## config.mk

```make
export PLATFORM = sky130hd
export DESIGN_NAME = command_frame_parser_core
export DESIGN_NICKNAME = d
export VERILOG_FILES = /design/src/design/cfp_pkg.sv /design/src/design/cfp_parser.sv /design/src/design/cfp_stats.sv /design/src/design/command_frame_parser_core.sv
export SDC_FILE = /design/constraint.sdc
export NUM_CORES = 1
export LEC_CHECK = 0
export BUFFER_PORTS_ARGS = -buffer_cell sky130_fd_sc_hd__buf_2
export CAP_MARGIN = 10
export CORE_MARGIN = 2
export CORE_UTILIZATION = 55
export DETAILED_ROUTE_END_ITERATION = 12
export PLACE_DENSITY = 0.77
export SYNTH_ARGS = -nofsm -noshare
export SYNTH_HDL_FRONTEND = slang
export SYNTH_SLANG_ARGS = --single-unit
```

## constraint.sdc

```tcl
create_clock -name clk_i -period 6.36 [get_ports clk_i]
set_clock_uncertainty 0.1 [all_clocks]
set_input_delay 0 -clock clk_i [delete_from_list [all_inputs] [get_ports clk_i]]
set_output_delay 0 -clock clk_i [all_outputs]
set_load 0.05 [all_outputs]
```

## src/design/cfp_pkg.sv

```systemverilog
package cfp_pkg;

  localparam int unsigned ByteW    = 8;
  localparam int unsigned WordW    = 32;
  localparam int unsigned FrameLen = 16;
  localparam int unsigned PosW     = $clog2(FrameLen);

  // register indexes on the config port
  localparam logic RegSyncValue = 1'b0;
  localparam logic RegCommandId = 1'b1;

  localparam logic [ByteW-1:0] SyncReset = 8'hAA;
  localparam logic [ByteW-1:0] IdReset   = 8'h01;

  // width of the master tdata: mode byte plus six 32-bit words
  localparam int unsigned OutDataW = ByteW + 6 * WordW;

  // per-beat events from the parser to the counters and the output stage
  typedef struct packed {
    logic ovf;        // overflow beat taken
    logic frame_end;  // checksum byte taken
    logic bad;        // checksum mismatch, valid with frame_end
  } cfp_event_t;

  typedef struct packed {
    logic [WordW-1:0] ovf_errors;
    logic [WordW-1:0] sum_errors;
    logic [WordW-1:0] good_frames;
  } cfp_counts_t;

  typedef struct packed {
    logic [ByteW-1:0] mode;
    logic [WordW-1:0] speed;
    logic [WordW-1:0] d_cur;
    logic [WordW-1:0] q_cur;
  } cfp_fields_t;

endpackage

```

## src/design/cfp_parser.sv

```systemverilog
module cfp_parser (
  input  logic                        clk_i,
  input  logic                        rst_ni,
  input  logic                        step_i,
  input  logic [cfp_pkg::ByteW-1:0]   rx_byte_i,
  input  logic                        overflow_i,
  input  logic [cfp_pkg::ByteW-1:0]   sync_value_i,
  input  logic [cfp_pkg::ByteW-1:0]   command_id_i,
  output cfp_pkg::cfp_event_t         event_o,
  output cfp_pkg::cfp_fields_t        fields_o
);
  import cfp_pkg::*;

  localparam logic [1:0] PhSync  = 2'd0;
  localparam logic [1:0] PhId    = 2'd1;
  localparam logic [1:0] PhAccum = 2'd2;

  localparam logic [PosW-1:0] PosMode   = PosW'(2);
  localparam logic [PosW-1:0] PosSpdEnd = PosW'(6);
  localparam logic [PosW-1:0] PosDEnd   = PosW'(10);
  localparam logic [PosW-1:0] PosLast   = PosW'(FrameLen - 1);

  logic [1:0]       phase_q, phase_d;
  logic [PosW-1:0]  pos_q, pos_d;
  logic [ByteW-1:0] sum_q, sum_d;
  cfp_fields_t      cap_q, cap_d;
  cfp_event_t       ev;

  always_comb begin
    phase_d = phase_q;
    pos_d   = pos_q;
    sum_d   = sum_q;
    cap_d   = cap_q;
    ev      = '0;
    if (step_i) begin
      if (overflow_i) begin
        ev.ovf  = 1'b1;
        phase_d = PhSync;
        pos_d   = '0;
        sum_d   = '0;
      end else begin
        unique case (phase_q)
          PhId: begin
            // id match wins over a repeated sync
            if (rx_byte_i == command_id_i) begin
              sum_d   = sum_q + rx_byte_i;
              pos_d   = PosMode;
              phase_d = PhAccum;
            end else if (rx_byte_i == sync_value_i) begin
              sum_d = rx_byte_i;
              pos_d = PosW'(1);
            end else begin
              phase_d = PhSync;
              pos_d   = '0;
              sum_d   = '0;
            end
          end
          PhAccum: begin
            if (pos_q != PosLast) begin
              sum_d = sum_q + rx_byte_i;
              pos_d = pos_q + PosW'(1);
              priority if (pos_q == PosMode) begin
                cap_d.mode = rx_byte_i;
              end else if (pos_q <= PosSpdEnd) begin
                cap_d.speed = {cap_q.speed[WordW-ByteW-1:0], rx_byte_i};
              end else if (pos_q <= PosDEnd) begin
                cap_d.d_cur = {cap_q.d_cur[WordW-ByteW-1:0], rx_byte_i};
              end else begin
                cap_d.q_cur = {cap_q.q_cur[WordW-ByteW-1:0], rx_byte_i};
              end
            end else begin
              ev.frame_end = 1'b1;
              ev.bad       = (sum_q != rx_byte_i);
              phase_d      = PhSync;
              pos_d        = '0;
              sum_d        = '0;
            end
          end
          default: begin
            // hunting, unused code included
            if (rx_byte_i == sync_value_i) begin
              sum_d   = rx_byte_i;
              pos_d   = PosW'(1);
              phase_d = PhId;
            end
          end
        endcase
      end
    end
  end

  always_ff @(posedge clk_i or negedge rst_ni) begin
    if (!rst_ni) begin
      phase_q <= PhSync;
      pos_q   <= '0;
      sum_q   <= '0;
      cap_q   <= '0;
    end else begin
      phase_q <= phase_d;
      pos_q   <= pos_d;
      sum_q   <= sum_d;
      cap_q   <= cap_d;
    end
  end

  assign event_o  = ev;
  assign fields_o = cap_q;

endmodule

```

## src/design/cfp_stats.sv

```systemverilog
module cfp_stats (
  input  logic                 clk_i,
  input  logic                 rst_ni,
  input  cfp_pkg::cfp_event_t  event_i,
  output cfp_pkg::cfp_counts_t counts_next_o
);
  import cfp_pkg::*;

  cfp_counts_t cnt_q, cnt_d;

  always_comb begin
    cnt_d = cnt_q;
    if (event_i.ovf) begin
      cnt_d.ovf_errors = cnt_q.ovf_errors + WordW'(1);
    end
    if (event_i.frame_end) begin
      if (event_i.bad) begin
        cnt_d.sum_errors = cnt_q.sum_errors + WordW'(1);
      end else begin
        cnt_d.good_frames = cnt_q.good_frames + WordW'(1);
      end
    end
  end

  always_ff @(posedge clk_i or negedge rst_ni) begin
    if (!rst_ni) begin
      cnt_q <= '0;
    end else begin
      cnt_q <= cnt_d;
    end
  end

  // result carries the counts after the current frame is counted
  assign counts_next_o = cnt_d;

endmodule

```

## src/design/command_frame_parser_core.sv

```systemverilog
// Command frame parser: takes one received serial byte per beat and reports one result
// beat per 16-byte frame (sync, command id, control byte, three big-endian 32-bit words,
// 8-bit sum checksum of bytes 0..14). A byte is taken every cycle; the result appears
// on the master side in the cycle after the checksum byte is taken and is held until
// taken. The slave side stalls only while a result waits and the master side is not
// ready. An overflow beat aborts any frame, bumps the overflow counter and produces no
// result. Unknown ids drop back to sync hunting; a sync byte inside a frame is ordinary
// data. Counters wrap at 2^32. Registers: index 0 sync byte (reset 0xAA), index 1
// command id (reset 0x01); the user must write them only while idle (not enforced).
module command_frame_parser_core (
  input  logic                          clk_i,
  input  logic                          rst_ni,
  // config write port
  input  logic                          cfg_we_i,
  input  logic                          cfg_index_i,
  input  logic [cfp_pkg::ByteW-1:0]     cfg_data_i,
  // received bytes
  input  logic                          s_axis_tvalid_i,
  output logic                          s_axis_tready_o,
  input  logic [7:0]                    s_axis_tdata_i,   // [7:0] rx_byte
  input  logic                          s_axis_tuser_i,   // [0] overflow
  // frame results
  output logic                          m_axis_tvalid_o,
  input  logic                          m_axis_tready_i,
  // [7:0] control_mode, [39:8] speed_bits, [71:40] d_current_bits,
  // [103:72] q_current_bits, [135:104] good_frames, [167:136] sum_errors,
  // [199:168] overflow_errors
  output logic [cfp_pkg::OutDataW-1:0]  m_axis_tdata_o,
  output logic                          m_axis_tuser_o    // [0] frame_status
);
  import cfp_pkg::*;

  logic [ByteW-1:0] sync_q, id_q;
  logic             step;
  cfp_event_t       ev;
  cfp_fields_t      fields;
  cfp_counts_t      counts_next;

  logic                out_valid_q, out_valid_d;
  logic [OutDataW-1:0] out_data_q;
  logic                out_status_q;

  // config registers
  always_ff @(posedge clk_i or negedge rst_ni) begin
    if (!rst_ni) begin
      sync_q <= SyncReset;
      id_q   <= IdReset;
    end else if (cfg_we_i) begin
      unique case (cfg_index_i)
        RegSyncValue: sync_q <= cfg_data_i;
        RegCommandId: id_q   <= cfg_data_i;
        default: ;
      endcase
    end
  end

  // output register frees up in the same cycle it is taken
  assign s_axis_tready_o = !out_valid_q || m_axis_tready_i;
  assign step            = s_axis_tvalid_i && s_axis_tready_o;

  cfp_parser u_parser (
    .clk_i        (clk_i),
    .rst_ni       (rst_ni),
    .step_i       (step),
    .rx_byte_i    (s_axis_tdata_i),
    .overflow_i   (s_axis_tuser_i),
    .sync_value_i (sync_q),
    .command_id_i (id_q),
    .event_o      (ev),
    .fields_o     (fields)
  );

  cfp_stats u_stats (
    .clk_i         (clk_i),
    .rst_ni        (rst_ni),
    .event_i       (ev),
    .counts_next_o (counts_next)
  );

  always_comb begin
    out_valid_d = out_valid_q;
    if (ev.frame_end) begin
      out_valid_d = 1'b1;
    end else if (m_axis_tready_i) begin
      out_valid_d = 1'b0;
    end
  end

  always_ff @(posedge clk_i or negedge rst_ni) begin
    if (!rst_ni) begin
      out_valid_q <= 1'b0;
    end else begin
      out_valid_q <= out_valid_d;
    end
  end

  // result payload, loaded on the checksum beat
  always_ff @(posedge clk_i) begin
    if (ev.frame_end) begin
      out_status_q <= ev.bad;
      out_data_q   <= {counts_next.ovf_errors, counts_next.sum_errors,
                       counts_next.good_frames, fields.q_cur, fields.d_cur,
                       fields.speed, fields.mode};
    end
  end

  assign m_axis_tvalid_o = out_valid_q;
  assign m_axis_tdata_o  = out_data_q;
  assign m_axis_tuser_o  = out_status_q;

endmodule

```

# Word-level counts from Yosys, hierarchy flattened
# Cells that the tools add are included.
# Widths: inputs -> output; s select.
[totals]
in_bits = 23
ram_bits = 0
mem_bits_ro = 0
regBits = 432
n_memories = 0
wordCells = 78
out_inout_bits = 203
latchBits = 0
[classes]
div = 0
n_shift = 0
magnitude_cmp = 2
n_mux = 29
n_reduce_logical = 13
mul = 0
n_eq_ne = 9
n_bitwise = 5
n_addsub = 5
[ops]
columns = ["cell", "count"]
rows = [
  ["$add 32x1->32 const B", 3],
  ["$mux 32", 3],
  ["$mux 64", 1],
  ["$mux 8", 5],
  ["$eq 8x8->1", 2],
  ["$mux 2", 8],
  ["$mux 4", 4],
  ["$pmux 8 s2", 1],
  ["$reduce_and 7->1", 2],
  ["$add 8x8->8", 1],
  ["$ne 8x8->1", 1],
  ["$pmux 4 s2", 1],
  ["$reduce_and 2->1", 3],
  ["$reduce_and 6->1", 1],
  ["$not 1->1", 5],
  ["$reduce_and 5->1", 1],
  ["$add 4x1->4 const B", 1],
  ["$eq 4x2->1 const B", 1],
  ["$le 4x3->1 const B", 1],
  ["$le 4x4->1 const B", 1],
  ["$mux 1", 4],
  ["$ne 4x3->1 const B", 1],
  ["$ne 4x4->1 const B", 1],
  ["$pmux 2 s2", 1],
  ["other kinds (10)", 10],
]

# Longest topological paths before layout
[logic_depth]
word_depth = 7
ltp_mapped = 12
mapped_depth_nobuf = 9

# By module
# From an unflattened synthesis, not the netlist that was laid out.
[hier_totals]
hier_cells = 999
hier_area_um2 = 16323.2
[by_module_without_submodules]
columns = ["mod", "area_each_um2", "instances", "seq_area_each_um2", "cells_per_inst"]
rows = [
  ["command_frame_parser_core", 6727.7, 1, 6467.5, 240],
  ["cfp_parser", 5261.3, 1, 2952.8, 378],
  ["cfp_stats", 4334.2, 1, 2402.3, 381],
]

# Least setup slack after synthesis
# Ideal clock, no wire load.
[synth_path]
path_type = "register to register"
from = "register u_parser.phase_q[0]"
to = "register out_data_q[127], in the netlist m_axis_tdata_o[127] (data pin)"
stages_incl_launch_ff = 13
path_slack_ps = 1510
arrival_time_ps = 4487
setup_ps = 263
path_buffers = 3
required_ps = 5997
period_less_slack_ps = 4850
path_cell_list = "dfrtp_1 -> inv_1 -> ha_1 -> buf_4 -> nor2b_1 -> nand4_4 -> inv_2 -> and4_1 -> buf_4 -> and3_1 -> buf_4 -> nand4_1 -> xnor2_1"
[synth_lines]
columns = ["element", "line", "source"]
rows = [
  ["start: declaration", "cfp_parser.sv:23", "logic [1:0] phase_q, phase_d;"],
  ["start signal: assignment", "cfp_parser.sv:94", "phase_q <= PhSync;"],
  ["start signal: assignment", "cfp_parser.sv:99", "phase_q <= phase_d;"],
  ["end signal: assignment", "command_frame_parser_core.sv:101", "out_data_q <= {counts_next.ovf_errors, counts_next.sum_errors,"],
  ["end: declaration", "command_frame_parser_core.sv:40", "logic [OutDataW-1:0] out_data_q;"],
]

==> qor.yml <==
status: "finished, violations left"
violations: "hold timing"
dr.pass1.iters: 5
cp_max_fo: 129
drive_gt1_share_pct: 33.5
floorplan.die_area_sq_um: 30800
clk_latency_ns: 0.53
ioPinCount: 226
cts-root-buf: "clkbuf_16"
finalSetupViolations: 0
synth_area_sq_um: 16200
ys_seq_area_share_pct: 73.0
diodes: 0
initial_core_util_pct: 56.1
num_vias: 8949
final_cell_mix: "dfrtp_1, buf_2, edfxtp_1"
numPortBuffers: 225
die_height_um: 176
whs_ns: -0.00205
avgViaCountPerCell: 5.35
ant_nets: 0
netlist-cell-type-count: 55
dp_hpwl_mm: 19.6
ctsHtreeMaxLevel: 2
finalHoldViolations: 1
p_total_mw: 5.62
grt_start_max_net_pins: 130
worst_slack_ns: 2.75
grt_pass1_wl_mm: 48.4
drtIter0Drc: 595
hold_path_class: "in -> async"
cts_buffers: 43
synth_edf_count: 201
areaGrowthSynthToFinish_pct: 19.3
drt-total-wl_mm: 30.6
grt.overflow.total: 0
syn-num-nets: 1020
synth.area.top_cells: "edfxtp_1, dfrtp_1, mux2_2, xnor2_1, xor2_1"
cts_repair_resize_count: 0
cp-start-kind: "flip-flop"
post_cts_buffers: 0
cp.required_ns: 6.53
cap_violations: 0
die_w_um: 176
power_leakage_nw: 8.40
groute.usage.overall_pct: 20.0
timing.setup.tns_ns: 0
max_stage_delay_ns: 0.63
tightest_slew_ns: 1.04
grt_pass1_vias: 8989
synth_warnings: 0
synth_top_area_share_pct: 37.3
drc: 0
clockBufferDepth: 3
cp-end-kind: "flip-flop"
clock_sinks: 432
p_per_area_nw_per_um2: 291
slowest_stage: "inv_8"
crit_chain: "inv_1 -> ha_1 -> nor2b_1 -> nand4_4 -> inv_8 -> and4_1 -> and3_1 -> nand4_1 -> xnor2_1"
layout_min_cycle_time_ns: 3.61
mostFrequentLayoutCell: "dfrtp_1"
coreArea_sq_um: 28900
fin_nets: 1293
fmax_mhz: 277
clk_pin_slew_ns: 0.05
avgSynthCellArea_sq_um: 16.5
num_rows: 62
synth_flop_cell: "dfrtp_1"
synth_seq_cells: 432
cts_tree: "done"
antenna_found_initial: 0
vdd_ir_drop_max_mv: 0.224
pre_cts_ws_ns: 2.75
finalMaxSlewViolations: 0
crit_arrival_ns: 3.78
drt-wirelength-per-cell_um: 18.3
relSlewSlack_pct: 30.8
period_share_pct: 56.7
yosysTopAreaCell: "edfxtp_1"
async_flop_share_pct: 53.5
worstSetupPathType: "reg -> reg"
synth_cells: 982
rsz0062_at_grt: "no"
routabilityCongestion: 0.801
==> final timing paths <==
kind / startpoint / endpoint / slack [ns] / cells after the start
max: u_parser.phase_q[0] / m_axis_tdata_o[127] / 2.75 / 9
min: rst_ni / u_stats.cnt_q[25] / -0.002 / 2
max reg2reg: u_parser.phase_q[0] / m_axis_tdata_o[127] / 2.75 / 9
min reg2reg: u_parser.fields_o[103] / m_axis_tdata_o[7] / 0.35 / 0
max in group asynchronous: rst_ni / u_parser.fields_o[12] / 4.73 / 3
min in group clk_i: cfg_data_i[5] / id_q[5] / 0.15 / 3
==> cell usage after synthesis (14+ instances only) <==
| cell | instances |
|---|---|
| and3_1 | 24 |
| dfrtp_1 | 226 |
| edfxtp_1 | 201 |
| ha_1 | 14 |
| inv_1 | 16 |
| mux2_1 | 18 |
| mux2_2 | 105 |
| nand2_1 | 50 |
| nand3_1 | 37 |
| nand4_1 | 20 |
| nor2_1 | 27 |
| xnor2_1 | 83 |
| xor2_1 | 33 |
==> area by class of cell <==
cell class | instances | area (sq um)
flip-flops and latches | 432 | 11800
fillers | 2053 | 9530
multi-input cells | 506 | 4190
repair buffers | 255 | 1420
clock buffers | 55 | 1160
well taps | 384 | 480
clock inverters | 23 | 178
inverters | 17 | 71.3
==> stage by stage <==
step	hold slack [ns]	area, sq um	utilization [%]	cells
2_1_floorplan	-0.396	16200	-	982
3_3_place_gp	-0.0140	17700	61.5	1569
3_5_place_dp	-0.0178	17700	61.5	1569
4_1_cts	0.0301	19300	67.0	1672
5_1_grt	0.0426	19300	67.0	1672
6_report	-0.00205	19300	67.0	1672
==> metal layers <==
| layer | part of all wire, % | wire length [um] | GRT usage (%) |
|---|---|---|---|
| met4 | 1.8 | 548 | 5.20 |
| met2 | 47 | 14500 | 31.6 |
| met1 | 44 | 13400 | 28.0 |
| met5 | 0 | 0 | 0 |
| met3 | 7.2 | 2190 | 5.22 |
==> timing repair <==
item                                    4_1_cts  5_1_grt
hold buffers                                 25        0
endpoints found under the setup margin        0        0
hold endpoints to repair                    178        0
==> power by group <==
group          leakage, nW  internal, mW  total, mW  switching, mW
Sequential            4.99          2.96       2.99         0.0351
Combinational         2.75         0.101      0.232          0.131
Clock                0.654          1.38       2.39           1.01
==> worst max-delay path: cells and delay by family (launching register included) <==
| kind | cells | cell delay, ns |
|---|---|---|
| XOR/XNOR | 1 | 0.15 |
| adder cells (fa/ha/maj) | 1 | 0.36 |
| buffers and inverters | 2 | 0.70 |
| flip-flops | 1 | 0.40 |
| AND/OR/NAND/NOR | 5 | 1.52 |
==> cells by family (layout without fill, tap and decap cells) <==
group                      count (synthesis)  after routing  share of synthesized area (%)
AOI/OAI and AO/OA                         39             39                           2.22
xor gates and xnor gates                 116            116                           6.27
adders and majority gates                 15             15                           1.21
buffers and inverters                     44            350                           1.24
DFF                                      432            432                           73.0
muxes                                    123            123                           8.55
and+or+nand+nor                          213            213                           7.52
==> registers in the layout (all words and copies together), names as in the netlist <==
name and flops:
u_stats.cnt_q 96, u_parser.fields_o 104, m_axis_tdata_o 200, u_parser.pos_q 4, u_parser.sum_q 8, id_q 8, u_parser.phase_q 2, m_axis_tuser_o 1
sync_q 8, m_axis_tvalid_o 1
Note: power is estimated with default switching activity, not from simulation.
